==> src/hw/rtl/fvpd_pkg.sv <==
// shared widths, constants and register codes for the flywheel velocity drive
// no dependencies; imported by every module of the block
`timescale 1ns / 1ps

package fvpd_pkg;

    // moving-average window, a power of two so the floor average is a shift
    localparam int WINDOW_LOG2 = 3;
    localparam int WINDOW      = 1 << WINDOW_LOG2;

    localparam int SAMPLE_W = 13;
    localparam int SUM_W    = SAMPLE_W + WINDOW_LOG2;
    localparam int TARGET_W = 12;
    localparam int GAIN_W   = 8;
    localparam int THR_W    = 13;
    localparam int DRIVE_W  = 14;
    localparam int ERR_W    = 14;
    localparam int DIFF_W   = ERR_W + 1;
    localparam int ACC_W    = 24;
    localparam int GAIN_SHIFT = 4;
    localparam int STEP_W   = ACC_W - GAIN_SHIFT;
    localparam int ROOT_W   = 7;
    localparam int RAD_W    = 2 * ROOT_W;
    localparam int REM_W    = ROOT_W + 2;

    localparam int CFG_W     = 14;
    localparam int CFG_IDX_W = 3;

    localparam int BOOST_SCALE = 25;
    localparam int SEED_NUM    = 15;
    localparam logic [DRIVE_W-1:0] DRIVE_MAX = 14'd12000;

    localparam logic [TARGET_W-1:0] TARGET_RST = 12'd0;
    localparam logic [GAIN_W-1:0]   P_GAIN_RST = 8'd15;
    localparam logic [GAIN_W-1:0]   D_GAIN_RST = 8'd20;
    localparam logic [THR_W-1:0]    THR_RST    = 13'd320;
    localparam logic [DRIVE_W-1:0]  MAX_STEP_RST = 14'd50;

    typedef enum logic [CFG_IDX_W-1:0] {
        CFG_TARGET_SPEED    = 3'd0,
        CFG_P_GAIN          = 3'd1,
        CFG_D_GAIN          = 3'd2,
        CFG_BOOST_THRESHOLD = 3'd3,
        CFG_MAX_STEP        = 3'd4
    } cfg_idx_t;

endpackage

==> src/hw/rtl/fvpd_window.sv <==
// sample window shift line with running sum and floor average
// depends on fvpd_pkg
`timescale 1ns / 1ps

module fvpd_window
    import fvpd_pkg::*;
(
    input  logic                       clk,
    input  logic                       rst_n,
    input  logic                       load,
    input  logic signed [SAMPLE_W-1:0] sample,
    output logic signed [SAMPLE_W-1:0] average
);

    logic signed [SAMPLE_W-1:0] win_reg [WINDOW];
    logic signed [SUM_W-1:0]    sum_reg;
    logic signed [SUM_W-1:0]    sum_next;

    // oldest sample leaves, newest enters
    assign sum_next = sum_reg
                    - {{WINDOW_LOG2{win_reg[0][SAMPLE_W-1]}}, win_reg[0]}
                    + {{WINDOW_LOG2{sample[SAMPLE_W-1]}}, sample};

    // arithmetic shift gives the floor of sum / WINDOW
    assign average = sum_reg[SUM_W-1:WINDOW_LOG2];

    always_ff @(posedge clk or negedge rst_n)
    begin
        if (!rst_n)
        begin
            for (int i = 0; i < WINDOW; i++)
            begin
                win_reg[i] <= '0;
            end
            sum_reg <= '0;
        end
        else if (load)
        begin
            for (int i = 0; i < WINDOW - 1; i++)
            begin
                win_reg[i] <= win_reg[i + 1];
            end
            win_reg[WINDOW - 1] <= sample;
            sum_reg <= sum_next;
        end
    end

endmodule

==> src/hw/rtl/fvpd_isqrt.sv <==
// bit-serial integer square root, two radicand bits per cycle
// depends on fvpd_pkg
`timescale 1ns / 1ps

module fvpd_isqrt
    import fvpd_pkg::*;
(
    input  logic              clk,
    input  logic              rst_n,
    input  logic              start,
    input  logic [RAD_W-1:0]  radicand,
    output logic              busy,
    output logic [ROOT_W-1:0] root
);

    localparam int CNT_W = $clog2(ROOT_W + 1);

    logic [CNT_W-1:0]  cnt_reg;
    logic              busy_reg;
    logic [RAD_W-1:0]  rad_reg;
    logic [REM_W-1:0]  rem_reg;
    logic [ROOT_W-1:0] root_reg;

    logic [REM_W+1:0]  rem_sh;
    logic [REM_W+1:0]  trial;
    logic [REM_W+1:0]  rem_diff;
    logic              fits;
    logic [REM_W-1:0]  rem_next;
    logic [ROOT_W-1:0] root_next;

    // restoring step: bring down two bits, try subtracting 4*root + 1
    assign rem_sh    = {rem_reg, rad_reg[RAD_W-1 -: 2]};
    assign trial     = {2'b00, root_reg, 2'b01};
    assign fits      = (rem_sh >= trial);
    assign rem_diff  = rem_sh - trial;
    assign rem_next  = fits ? rem_diff[REM_W-1:0] : rem_sh[REM_W-1:0];
    assign root_next = {root_reg[ROOT_W-2:0], fits};

    assign busy = busy_reg;
    assign root = root_reg;

    always_ff @(posedge clk or negedge rst_n)
    begin
        if (!rst_n)
        begin
            busy_reg <= 1'b0;
            cnt_reg  <= '0;
        end
        else if (start)
        begin
            busy_reg <= 1'b1;
            cnt_reg  <= CNT_W'(ROOT_W);
        end
        else if (busy_reg)
        begin
            busy_reg <= (cnt_reg != CNT_W'(1));
            cnt_reg  <= cnt_reg - CNT_W'(1);
        end
    end

    always_ff @(posedge clk)
    begin
        if (start)
        begin
            rad_reg  <= radicand;
            rem_reg  <= '0;
            root_reg <= '0;
        end
        else if (busy_reg)
        begin
            rad_reg  <= {rad_reg[RAD_W-3:0], 2'b00};
            rem_reg  <= rem_next;
            root_reg <= root_next;
        end
    end

endmodule

==> src/hw/rtl/fvpd_mac.sv <==
// bit-serial pd product: p_gain*err + d_gain*diff, one gain bit per cycle
// depends on fvpd_pkg
`timescale 1ns / 1ps

module fvpd_mac
    import fvpd_pkg::*;
(
    input  logic                     clk,
    input  logic                     rst_n,
    input  logic                     start,
    input  logic signed [ERR_W-1:0]  err,
    input  logic signed [DIFF_W-1:0] diff,
    input  logic [GAIN_W-1:0]        p_gain,
    input  logic [GAIN_W-1:0]        d_gain,
    output logic                     busy,
    output logic signed [ACC_W-1:0]  acc
);

    localparam int CNT_W = $clog2(GAIN_W + 1);

    logic [CNT_W-1:0]         cnt_reg;
    logic                     busy_reg;
    logic [GAIN_W-1:0]        p_sr_reg;
    logic [GAIN_W-1:0]        d_sr_reg;
    logic signed [ACC_W-1:0]  err_reg;
    logic signed [ACC_W-1:0]  diff_reg;
    logic signed [ACC_W-1:0]  acc_reg;
    logic signed [ACC_W-1:0]  acc_next;

    // msb-first shift and add over the unsigned gains
    always_comb
    begin
        acc_next = {acc_reg[ACC_W-2:0], 1'b0};
        if (p_sr_reg[GAIN_W-1])
        begin
            acc_next = acc_next + err_reg;
        end
        if (d_sr_reg[GAIN_W-1])
        begin
            acc_next = acc_next + diff_reg;
        end
    end

    assign busy = busy_reg;
    assign acc  = acc_reg;

    always_ff @(posedge clk or negedge rst_n)
    begin
        if (!rst_n)
        begin
            busy_reg <= 1'b0;
            cnt_reg  <= '0;
        end
        else if (start)
        begin
            busy_reg <= 1'b1;
            cnt_reg  <= CNT_W'(GAIN_W);
        end
        else if (busy_reg)
        begin
            busy_reg <= (cnt_reg != CNT_W'(1));
            cnt_reg  <= cnt_reg - CNT_W'(1);
        end
    end

    always_ff @(posedge clk)
    begin
        if (start)
        begin
            p_sr_reg <= p_gain;
            d_sr_reg <= d_gain;
            err_reg  <= {{(ACC_W-ERR_W){err[ERR_W-1]}}, err};
            diff_reg <= {{(ACC_W-DIFF_W){diff[DIFF_W-1]}}, diff};
            acc_reg  <= '0;
        end
        else if (busy_reg)
        begin
            p_sr_reg <= {p_sr_reg[GAIN_W-2:0], 1'b0};
            d_sr_reg <= {d_sr_reg[GAIN_W-2:0], 1'b0};
            acc_reg  <= acc_next;
        end
    end

endmodule

==> src/hw/rtl/flywheel_velocity_pd_drive.sv <==
// flywheel velocity pd drive: top level with config registers, sequencer and drive update
// depends on fvpd_pkg, fvpd_window, fvpd_isqrt, fvpd_mac
`timescale 1ns / 1ps

// Each accepted velocity beat shifts into an eight-sample window, and the block
// returns one result beat: the clamped drive in millivolts, the floor average and
// the speed error. A new beat is taken only once the sequencer is back in idle:
// the window sum and error are registered, the serial units are launched, and the
// bit-serial gain multiply-accumulate runs its eight steps and is seen done
// (the square root for the boost step runs alongside it in seven steps), then the
// step is picked and capped and the drive is updated.
// A finished result waits in the output register while the next beat is taken;
// the drive update stalls only if the previous result has not been taken yet.
// User writes config registers via cfg_we/cfg_index/cfg_data only while idle, unchecked.
module flywheel_velocity_pd_drive
    import fvpd_pkg::*;
(
    input  logic                       clk,
    input  logic                       rst_n,
    input  logic                       cfg_we,
    input  logic [CFG_IDX_W-1:0]       cfg_index,
    input  logic [CFG_W-1:0]           cfg_data,
    input  logic                       in_valid,
    output logic                       in_ready,
    input  logic signed [SAMPLE_W-1:0] velocity_sample,
    input  logic                       restart,
    output logic                       out_valid,
    input  logic                       out_ready,
    output logic [DRIVE_W-1:0]         drive_mv,
    output logic signed [SAMPLE_W-1:0] mean_velocity,
    output logic signed [ERR_W-1:0]    speed_error
);

    typedef enum logic [2:0] {
        S_IDLE,
        S_ERR,
        S_START,
        S_RUN,
        S_STEP,
        S_DRIVE
    } state_t;

    state_t state_reg;

    logic [TARGET_W-1:0] target_reg;
    logic [GAIN_W-1:0]   p_gain_reg;
    logic [GAIN_W-1:0]   d_gain_reg;
    logic [THR_W-1:0]    thr_reg;
    logic [DRIVE_W-1:0]  max_step_reg;

    logic [DRIVE_W-1:0]         drive_reg;
    logic signed [ERR_W-1:0]    prev_err_reg;
    logic signed [ERR_W-1:0]    err_reg;
    logic signed [SAMPLE_W-1:0] avg_reg;
    logic                       boost_reg;
    logic signed [STEP_W-1:0]   step_reg;
    logic                       out_valid_reg;
    logic [DRIVE_W-1:0]         drive_out_reg;
    logic signed [SAMPLE_W-1:0] avg_out_reg;
    logic signed [ERR_W-1:0]    err_out_reg;

    logic                       accept;
    logic                       unit_start;
    logic                       result_load;
    logic signed [SAMPLE_W-1:0] win_avg;
    logic                       sqrt_busy;
    logic [ROOT_W-1:0]          root;
    logic                       mac_busy;
    logic signed [ACC_W-1:0]    mac_acc;
    logic signed [DIFF_W-1:0]   err_diff;

    logic signed [ERR_W-1:0]    err_next;
    logic                       boost_next;
    logic [DRIVE_W+1:0]         seed_prod;
    logic [DRIVE_W-1:0]         seed_next;
    logic signed [STEP_W-1:0]   boost_step;
    logic signed [STEP_W-1:0]   raw_step;
    logic signed [STEP_W-1:0]   step_next;
    logic signed [STEP_W:0]     drive_sum;
    logic [DRIVE_W-1:0]         drive_next;

    assign in_ready    = (state_reg == S_IDLE);
    assign accept      = in_valid && in_ready;
    assign unit_start  = (state_reg == S_START);
    assign result_load = (state_reg == S_DRIVE) && (!out_valid_reg || out_ready);

    assign out_valid     = out_valid_reg;
    assign drive_mv      = drive_out_reg;
    assign mean_velocity = avg_out_reg;
    assign speed_error   = err_out_reg;

    fvpd_window u_window (
        .clk     (clk),
        .rst_n   (rst_n),
        .load    (accept),
        .sample  (velocity_sample),
        .average (win_avg)
    );

    fvpd_isqrt u_isqrt (
        .clk      (clk),
        .rst_n    (rst_n),
        .start    (unit_start),
        .radicand (RAD_W'(err_reg)),
        .busy     (sqrt_busy),
        .root     (root)
    );

    assign err_diff = {err_reg[ERR_W-1], err_reg} - {prev_err_reg[ERR_W-1], prev_err_reg};

    fvpd_mac u_mac (
        .clk    (clk),
        .rst_n  (rst_n),
        .start  (unit_start),
        .err    (err_reg),
        .diff   (err_diff),
        .p_gain (p_gain_reg),
        .d_gain (d_gain_reg),
        .busy   (mac_busy),
        .acc    (mac_acc)
    );

    always_comb
    begin
        err_next   = $signed({{(ERR_W-TARGET_W){1'b0}}, target_reg})
                   - {{(ERR_W-SAMPLE_W){win_avg[SAMPLE_W-1]}}, win_avg};
        boost_next = (err_reg > $signed({{(ERR_W-THR_W){1'b0}}, thr_reg}));

        // restart seed: floor(target * 15 / 2), saturated
        seed_prod = (DRIVE_W+2)'(target_reg * SEED_NUM);
        if (seed_prod[DRIVE_W+1:1] > {1'b0, DRIVE_MAX})
        begin
            seed_next = DRIVE_MAX;
        end
        else
        begin
            seed_next = seed_prod[DRIVE_W:1];
        end

        boost_step = $signed(STEP_W'(root * BOOST_SCALE));
        raw_step   = boost_reg ? boost_step : mac_acc[ACC_W-1:GAIN_SHIFT];
        if (raw_step > $signed({{(STEP_W-DRIVE_W){1'b0}}, max_step_reg}))
        begin
            step_next = $signed({{(STEP_W-DRIVE_W){1'b0}}, max_step_reg});
        end
        else
        begin
            step_next = raw_step;
        end

        drive_sum = $signed({{(STEP_W+1-DRIVE_W){1'b0}}, drive_reg})
                  + {step_reg[STEP_W-1], step_reg};
        if (drive_sum[STEP_W])
        begin
            drive_next = '0;
        end
        else if (drive_sum > $signed({{(STEP_W+1-DRIVE_W){1'b0}}, DRIVE_MAX}))
        begin
            drive_next = DRIVE_MAX;
        end
        else
        begin
            drive_next = drive_sum[DRIVE_W-1:0];
        end
    end

    always_ff @(posedge clk or negedge rst_n)
    begin
        if (!rst_n)
        begin
            target_reg   <= TARGET_RST;
            p_gain_reg   <= P_GAIN_RST;
            d_gain_reg   <= D_GAIN_RST;
            thr_reg      <= THR_RST;
            max_step_reg <= MAX_STEP_RST;
        end
        else if (cfg_we)
        begin
            case (cfg_index)
                CFG_TARGET_SPEED:    target_reg   <= cfg_data[TARGET_W-1:0];
                CFG_P_GAIN:          p_gain_reg   <= cfg_data[GAIN_W-1:0];
                CFG_D_GAIN:          d_gain_reg   <= cfg_data[GAIN_W-1:0];
                CFG_BOOST_THRESHOLD: thr_reg      <= cfg_data[THR_W-1:0];
                CFG_MAX_STEP:        max_step_reg <= cfg_data[DRIVE_W-1:0];
                default:             ;
            endcase
        end
    end

    always_ff @(posedge clk or negedge rst_n)
    begin
        if (!rst_n)
        begin
            state_reg     <= S_IDLE;
            out_valid_reg <= 1'b0;
            drive_reg     <= '0;
            prev_err_reg  <= '0;
            err_reg       <= '0;
            avg_reg       <= '0;
            boost_reg     <= 1'b0;
            step_reg      <= '0;
            drive_out_reg <= '0;
            avg_out_reg   <= '0;
            err_out_reg   <= '0;
        end
        else
        begin
            if (result_load)
            begin
                out_valid_reg <= 1'b1;
            end
            else if (out_valid_reg && out_ready)
            begin
                out_valid_reg <= 1'b0;
            end
            case (state_reg)
                S_IDLE:
                begin
                    if (accept)
                    begin
                        if (restart)
                        begin
                            drive_reg    <= seed_next;
                            prev_err_reg <= $signed({{(ERR_W-TARGET_W){1'b0}}, target_reg});
                        end
                        state_reg <= S_ERR;
                    end
                end
                S_ERR:
                begin
                    err_reg   <= err_next;
                    avg_reg   <= win_avg;
                    state_reg <= S_START;
                end
                S_START:
                begin
                    boost_reg <= boost_next;
                    state_reg <= S_RUN;
                end
                S_RUN:
                begin
                    if (!sqrt_busy && !mac_busy)
                    begin
                        state_reg <= S_STEP;
                    end
                end
                S_STEP:
                begin
                    step_reg  <= step_next;
                    state_reg <= S_DRIVE;
                end
                S_DRIVE:
                begin
                    // hold here while the previous beat is still unclaimed
                    if (result_load)
                    begin
                        drive_reg     <= drive_next;
                        prev_err_reg  <= err_reg;
                        drive_out_reg <= drive_next;
                        avg_out_reg   <= avg_reg;
                        err_out_reg   <= err_reg;
                        state_reg     <= S_IDLE;
                    end
                end
                default:
                begin
                    state_reg <= S_IDLE;
                end
            endcase
        end
    end

    a_drive_in_range: assert property (@(posedge clk) disable iff (!rst_n)
        out_valid |-> (drive_mv <= DRIVE_MAX))
        else $error("drive beat above the clamp");

    a_units_idle: assert property (@(posedge clk) disable iff (!rst_n)
        in_ready |-> (!sqrt_busy && !mac_busy))
        else $error("serial unit busy while taking a new beat");

    a_result_source: assert property (@(posedge clk) disable iff (!rst_n)
        $rose(out_valid) |-> $past(state_reg == S_DRIVE))
        else $error("result beat raised outside the drive update");

    a_error_consistent: assert property (@(posedge clk) disable iff (!rst_n)
        out_valid |-> (speed_error == ($signed({{(ERR_W-TARGET_W){1'b0}}, target_reg})
            - {{(ERR_W-SAMPLE_W){mean_velocity[SAMPLE_W-1]}}, mean_velocity})))
        else $error("speed error does not match target minus average");

    a_accept_busy: assert property (@(posedge clk) disable iff (!rst_n)
        accept |=> (!in_ready && (state_reg == S_ERR)))
        else $error("sequencer did not start on an accepted beat");

endmodule
==> config.mk <==
export PLATFORM = sky130hd
export DESIGN_NAME = flywheel_velocity_pd_drive
export DESIGN_NICKNAME = d
export VERILOG_FILES = /design/src/hw/rtl/fvpd_pkg.sv /design/src/hw/rtl/fvpd_window.sv /design/src/hw/rtl/fvpd_isqrt.sv /design/src/hw/rtl/fvpd_mac.sv /design/src/hw/rtl/flywheel_velocity_pd_drive.sv
export SDC_FILE = /design/constraint.sdc
export NUM_CORES = 1
export LEC_CHECK = 0
export BUFFER_PORTS_ARGS = -buffer_cell sky130_fd_sc_hd__buf_4
export CORE_MARGIN = 8
export CORE_UTILIZATION = 31
export DETAILED_ROUTE_END_ITERATION = 8
export SLEW_MARGIN = 40
export SYNTH_ARGS = -nofsm -noshare
export SYNTH_HDL_FRONTEND = slang
export SYNTH_SLANG_ARGS = --single-unit
==> constraint.sdc <==
create_clock -name clk -period 6.45 [get_ports clk]
set_input_delay 0.3225 -clock clk [delete_from_list [all_inputs] [get_ports clk]]
set_output_delay 0.3225 -clock clk [all_outputs]
set_load 0.01 [all_outputs]
### Word-level counts from Yosys, hierarchy flattened

Index checks and enable logic that the tools add are counted.

* output and inout bits: 43
* bits in registers: 404

* multipliers: 2
* reductions and logical operators: 22
* order comparisons: 5
* mux-type cells: 36
* eq/ne operators: 15
* add/sub/neg operators: 10

Operator list (number)
* 14-bit two-way mux: 11
* 14-bit case mux with 2 select lines: 2
* 24-bit two-way mux: 2
* 20-bit two-way mux: 2
* 8-bit two-way mux: 4
* 24-bit by 14-bit adder with 24-bit output: 1
* 24-bit by 15-bit adder with 24-bit output: 1
* 15-bit by 20-bit adder with 21-bit output: 1
* 21-bit by 15-bit > comparator with 1-bit output, second input constant: 1
* 20-bit by 15-bit > comparator with 1-bit output: 1
* 3-bit case mux with 6 select lines: 1
* 16-bit adder: 1
* 12-bit by 4-bit multiplier with 16-bit output, second input constant: 1
* 16-bit subtractor: 1
* 15-bit by 14-bit > comparator with 1-bit output, second input constant: 1
* 3-bit two-way mux: 5
* 14-bit by 14-bit subtractor with 15-bit output: 1
* 14-bit > comparator: 1
* 13-bit by 13-bit subtractor with 14-bit output: 1
* 3-bit by 2-bit == test with 1-bit output, second input constant: 4
* 7-bit by 5-bit multiplier with 12-bit output, second input constant: 1
* 2-bit AND reduction: 6
* 11-bit by 9-bit greater-or-equal comparator with 1-bit output: 1
* 3-bit == test, second input constant: 3
* other kinds (18): 36

### Logic depth before layout (Yosys ltp)

* depth in word-level cells: 6
* depth in mapped cells: 22

### Modules after synthesis

From an unflattened synthesis, not the netlist that was laid out.

* cells, all modules: 2437
* area total of the unflattened synthesis: 24697.4 um^2

By module, submodules not included
* flywheel_velocity_pd_drive: area an instance 11587.4 um^2, sequential area each 4418.0 um^2, cells each 1245, times used 1
* fvpd_window: area an instance 5804.3 um^2, sequential area each 3002.9 um^2, cells each 463, times used 1
* fvpd_mac: area an instance 5451.5 um^2, sequential area each 1956.9 um^2, cells each 559, times used 1
* fvpd_isqrt: area an instance 1854.3 um^2, sequential area each 840.8 um^2, cells each 170, times used 1

### Worst setup path after synthesis

No wires, ideal clock.

* path type: reg-to-reg
* from: reg u_isqrt.root_reg[3], in the netlist u_isqrt.root[3]
* to: reg step_reg[0]
* data required time: 6.355 ns
* arrival time: 4.738 ns
* library setup time: 0.095 ns
* period minus slack after synthesis: 4.834 ns
* stages on the path, launching flop included: 22
* slack: 1.616 ns
* path through: dfxtp_1 -> ha_1 -> ha_1 -> fa_1 -> ha_1 -> nor2b_1 -> o21ai_0 -> nand2b_1 -> a21o_1 -> a21oi_1 -> xnor2_1 -> mux2_2 -> ha_1 -> a21o_1 -> a2111oi_0 -> o21ai_0 -> a21oi_1 -> or2_2 -> clkbuf_1 -> clkbuf_1 -> nor2_1 -> o31ai_1

* longest elaborated chain between the ends: 4

Ends and longest elaborated chain
* start: declaration: RTL line fvpd_isqrt.sv:22 `logic [ROOT_W-1:0] root_reg;`
* start signal: assignment: RTL line fvpd_isqrt.sv:73 `root_reg <= root_next;`
* 7-bit by 5-bit multiplier with 12-bit output: RTL line flywheel_velocity_pd_drive.sv:140 `boost_step = $signed(STEP_W'(root * BOOST_SCALE));`
* 20-bit two-way mux: RTL line flywheel_velocity_pd_drive.sv:141 `raw_step = boost_reg ? boost_step : mac_acc[ACC_W-1:GAIN_SHIFT];`
* 20-bit by 15-bit > comparator with 1-bit output: RTL line flywheel_velocity_pd_drive.sv:142 `if (raw_step > $signed({{(STEP_W-DRIVE_W){1'b0}}, max_step_reg}))`
* 20-bit two-way mux: RTL line flywheel_velocity_pd_drive.sv:142
* end signal: assignment: RTL line flywheel_velocity_pd_drive.sv:249 `step_reg <= step_next;`
* end: declaration: RTL line flywheel_velocity_pd_drive.sv:56 `logic signed [STEP_W-1:0] step_reg;`

Every way passes these cells.
A chain may end at the register's enable or synchronous reset.

### Worst setup path in the final report

Same ends and word-level chain as after synthesis.

==> metrics.yaml <==
status: "completed"
via_per_inst: 4.846
track_usage_pct: 14.03
wire_per_inst_um: 16.18
antenna_found_initial: 3
cts_tree: "done"
setup_violations: 0
ctsHtreeMaxLevel: 2
hold_path_class: "input pin to flop"
rows: 102
yosysSeqAreaShare_pct: 42.49
startpoint_type: "flop"
rsz0062_at_grt: "false"
fmax_mhz: 206.1
max_stage_delay_ps: 470
final_util_pct: 35.55
die_y_um: 294.5
antenna_cells: 0
cts_root_buf: "clkbuf_16"
path_delay_family: "adder cells"
port_buffers: 78
cp_cell_sequence: "ha_1 -> ha_1 -> fa_1 -> ha_1 -> nor2b_1 -> o21ai_0 -> nand2b_1 -> a21o_1 -> a21oi_1 -> xnor2_1 -> mux2_2 -> ha_1 -> a21o_1 -> a2111oi_0 -> o21ai_0 -> a21oi_1 -> or2_2 -> and2_1 -> o31ai_1"
post-route-period-util_pct: 75.23
synth_top_area_share_pct: 30.59
relSlewSlack_pct: 48.92
wl_um: 61510
ys_types: 73
numClockSinks: 404
setup.worst_path.class: "flop to flop"
clkLatencyLatePin_ps: 580
syn_avg_cell_area_um2: 9.005
synth_edf_count: 59
cp_data_required_time_ps: 6890
grt_pass1_vias: 17850
ys_async_sr_fraction_pct: 75.50
cts_buffers: 46
setup_tns_ps: 0
largest_register_ff_count: 104
grt_start_max_net_pins: 116
worst_pin_slew_ps: 763.8
synth_area_mm2: 0.02405
finClkSkew_ps: 24.40
synth_warnings: 0
critPathArrivalTime_ps: 5300
min_period_ps: 4853
ir_drop_mv: 0.2475
drv_cap: 0
drt_iter0_markers: 1124
synth.most_common_cell: "nand2_1"
vias: 18420
core_area_mm2: 0.07708
cp-end-kind: "flop"
postSynthCellCount: 2671
cp_common_cell: "ha_1"
ys_ff_latch: 404
die_area_mm2: 0.08676
path_buf_inv: 0
dp_hpwl_um: 44840
yosysTopAreaCell: "dfrtp_1"
syn-num-nets: 2937
cts_resized: 0
drive_above_1_share_pct: 10.21
yosys-top-cells-area: "dfrtp_1, nand2_1, ha_1"
power_density_mw_per_mm2: 595.7
cts_buffer_depth: 3
start_util_pct: 31.20
ios: 79
drtPass1Iterations: 5
slowest_stage: "fa_1"
synth_ff_type: "dfrtp_1"
grt_pass1_wl_um: 98200
hold_viol: 0
layout.nets: 2990
drv_slew: 0
die_width_um: 294.5
path_max_fanout: 16
ant_nets: 0
p_leak_uw: 0.01310
syn_to_final_growth_pct: 13.93
gr-total-overflow: 0
place_congestion: 0.8632
drc: 0
path_clk_slew_ps: 70
yosys-top-cells-count: "nand2_1, dfrtp_1, inv_1, o21ai_0, ha_1"
[worst register-to-register path, stage by stage, from the launching register on]
cell and delay, ps:
dfxtp_1 430, ha_1 270, ha_1 310, fa_1 470, ha_1 350, nor2b_1 140, o21ai_0 160, nand2b_1 110
a21o_1 190, a21oi_1 180, xnor2_1 90, mux2_2 290, ha_1 300, a21o_1 160, a2111oi_0 390, o21ai_0 150
a21oi_1 180, or2_2 330, and2_1 180, o31ai_1 70
[area by class of cell]
| type | instances | area [um2] |
|---|---|---|
| fill | 7953 | 49680 |
| multi-input combinational | 1975 | 12800 |
| sequential | 404 | 10220 |
| tap | 1040 | 1301 |
| clock buffer | 60 | 1296 |
| timing repair buffer | 106 | 868.3 |
| inverter | 191 | 716.9 |
| clock inverter | 25 | 205.2 |
[cells by family after synthesis]
kind of cell               share of synthesized area, %
buffers and inverters                             4.588
and+or+nand+nor                                   18.34
adders and majority gates                         13.31
AOI/OAI and AO/OA                                 14.38
xor gates and xnor gates                          3.241
muxes                                             3.662
DFF                                               42.49
[layout by cell type (no fill, tap or decap), types with 43 or more instances in the layout]
master,n
nand2_1,644
dfrtp_1,294
inv_1,190
o21ai_0,189
ha_1,187
nor2_1,139
a21oi_1,112
buf_4,94
xnor2_1,60
edfxtp_1,59
mux2_2,56
nor3_1,48
clkbuf_16,48
fa_1,43
[through the flow]
step / area (um2) / power, uW / setup slack, ps / hold WS [ps] / std cells
3_3_place_gp: 25770 / 13570 / 1700 / 445.4 / 3708
3_5_place_dp: 25850 / 13690 / 1605 / 246.4 / 3712
2_1_floorplan: 24050 / 11340 / 1616 / 26.91 / 2671
5_1_grt: 27400 / 17850 / 1214 / 43.52 / 3801
4_1_cts: 27390 / 16430 / 1591 / 0.1849 / 3801
6_report: 27400 / 16320 / 1597 / 43.45 / 3801
[repair_timing]
action,4_1_cts,5_1_grt
buffers inserted,0,0
hold buffers,4,0
endpoints found under the hold margin,41,0
[routing by layer]
| metal | share of wire (%) | global-route usage (%) |
|---|---|---|
| met4 | 2.5 | 3.854 |
| met1 | 46 | 18.85 |
| met2 | 46 | 23.20 |
| met5 | 0 | 0 |
| met3 | 5.1 | 2.387 |
[where the power goes]
group | switching (uW) | internal, uW | total, uW
sequential | 764 | 3620 | 4380
combinational | 5300 | 4020 | 9310
clock | 1120 | 1510 | 2630
[worst paths after layout]
path / slack (ps) / endpoint / depth (start not counted) / from
max: 1600 / step_reg[0]$_DFFE_PN0P_ / 19 / u_isqrt.root[3]$_SDFFE_PP0P_
min: 40 / max_step_reg[5]$_DFFE_PN1P_ / 3 / cfg_data[5]
max reg2reg: 1600 / step_reg[0]$_DFFE_PN0P_ / 19 / u_isqrt.root[3]$_SDFFE_PP0P_
min reg2reg: 460 / u_window.win_reg[58]$_DFFE_PN0P_ / 2 / u_window.win_reg[45]$_DFFE_PN0P_
max in group asynchronous: 5190 / max_step_reg[7]$_DFFE_PN0P_ / 3 / rst_n
min in group asynchronous: 220 / u_window.win_reg[41]$_DFFE_PN0P_ / 2 / rst_n
Note: power is estimated with default switching activity, not from simulation.
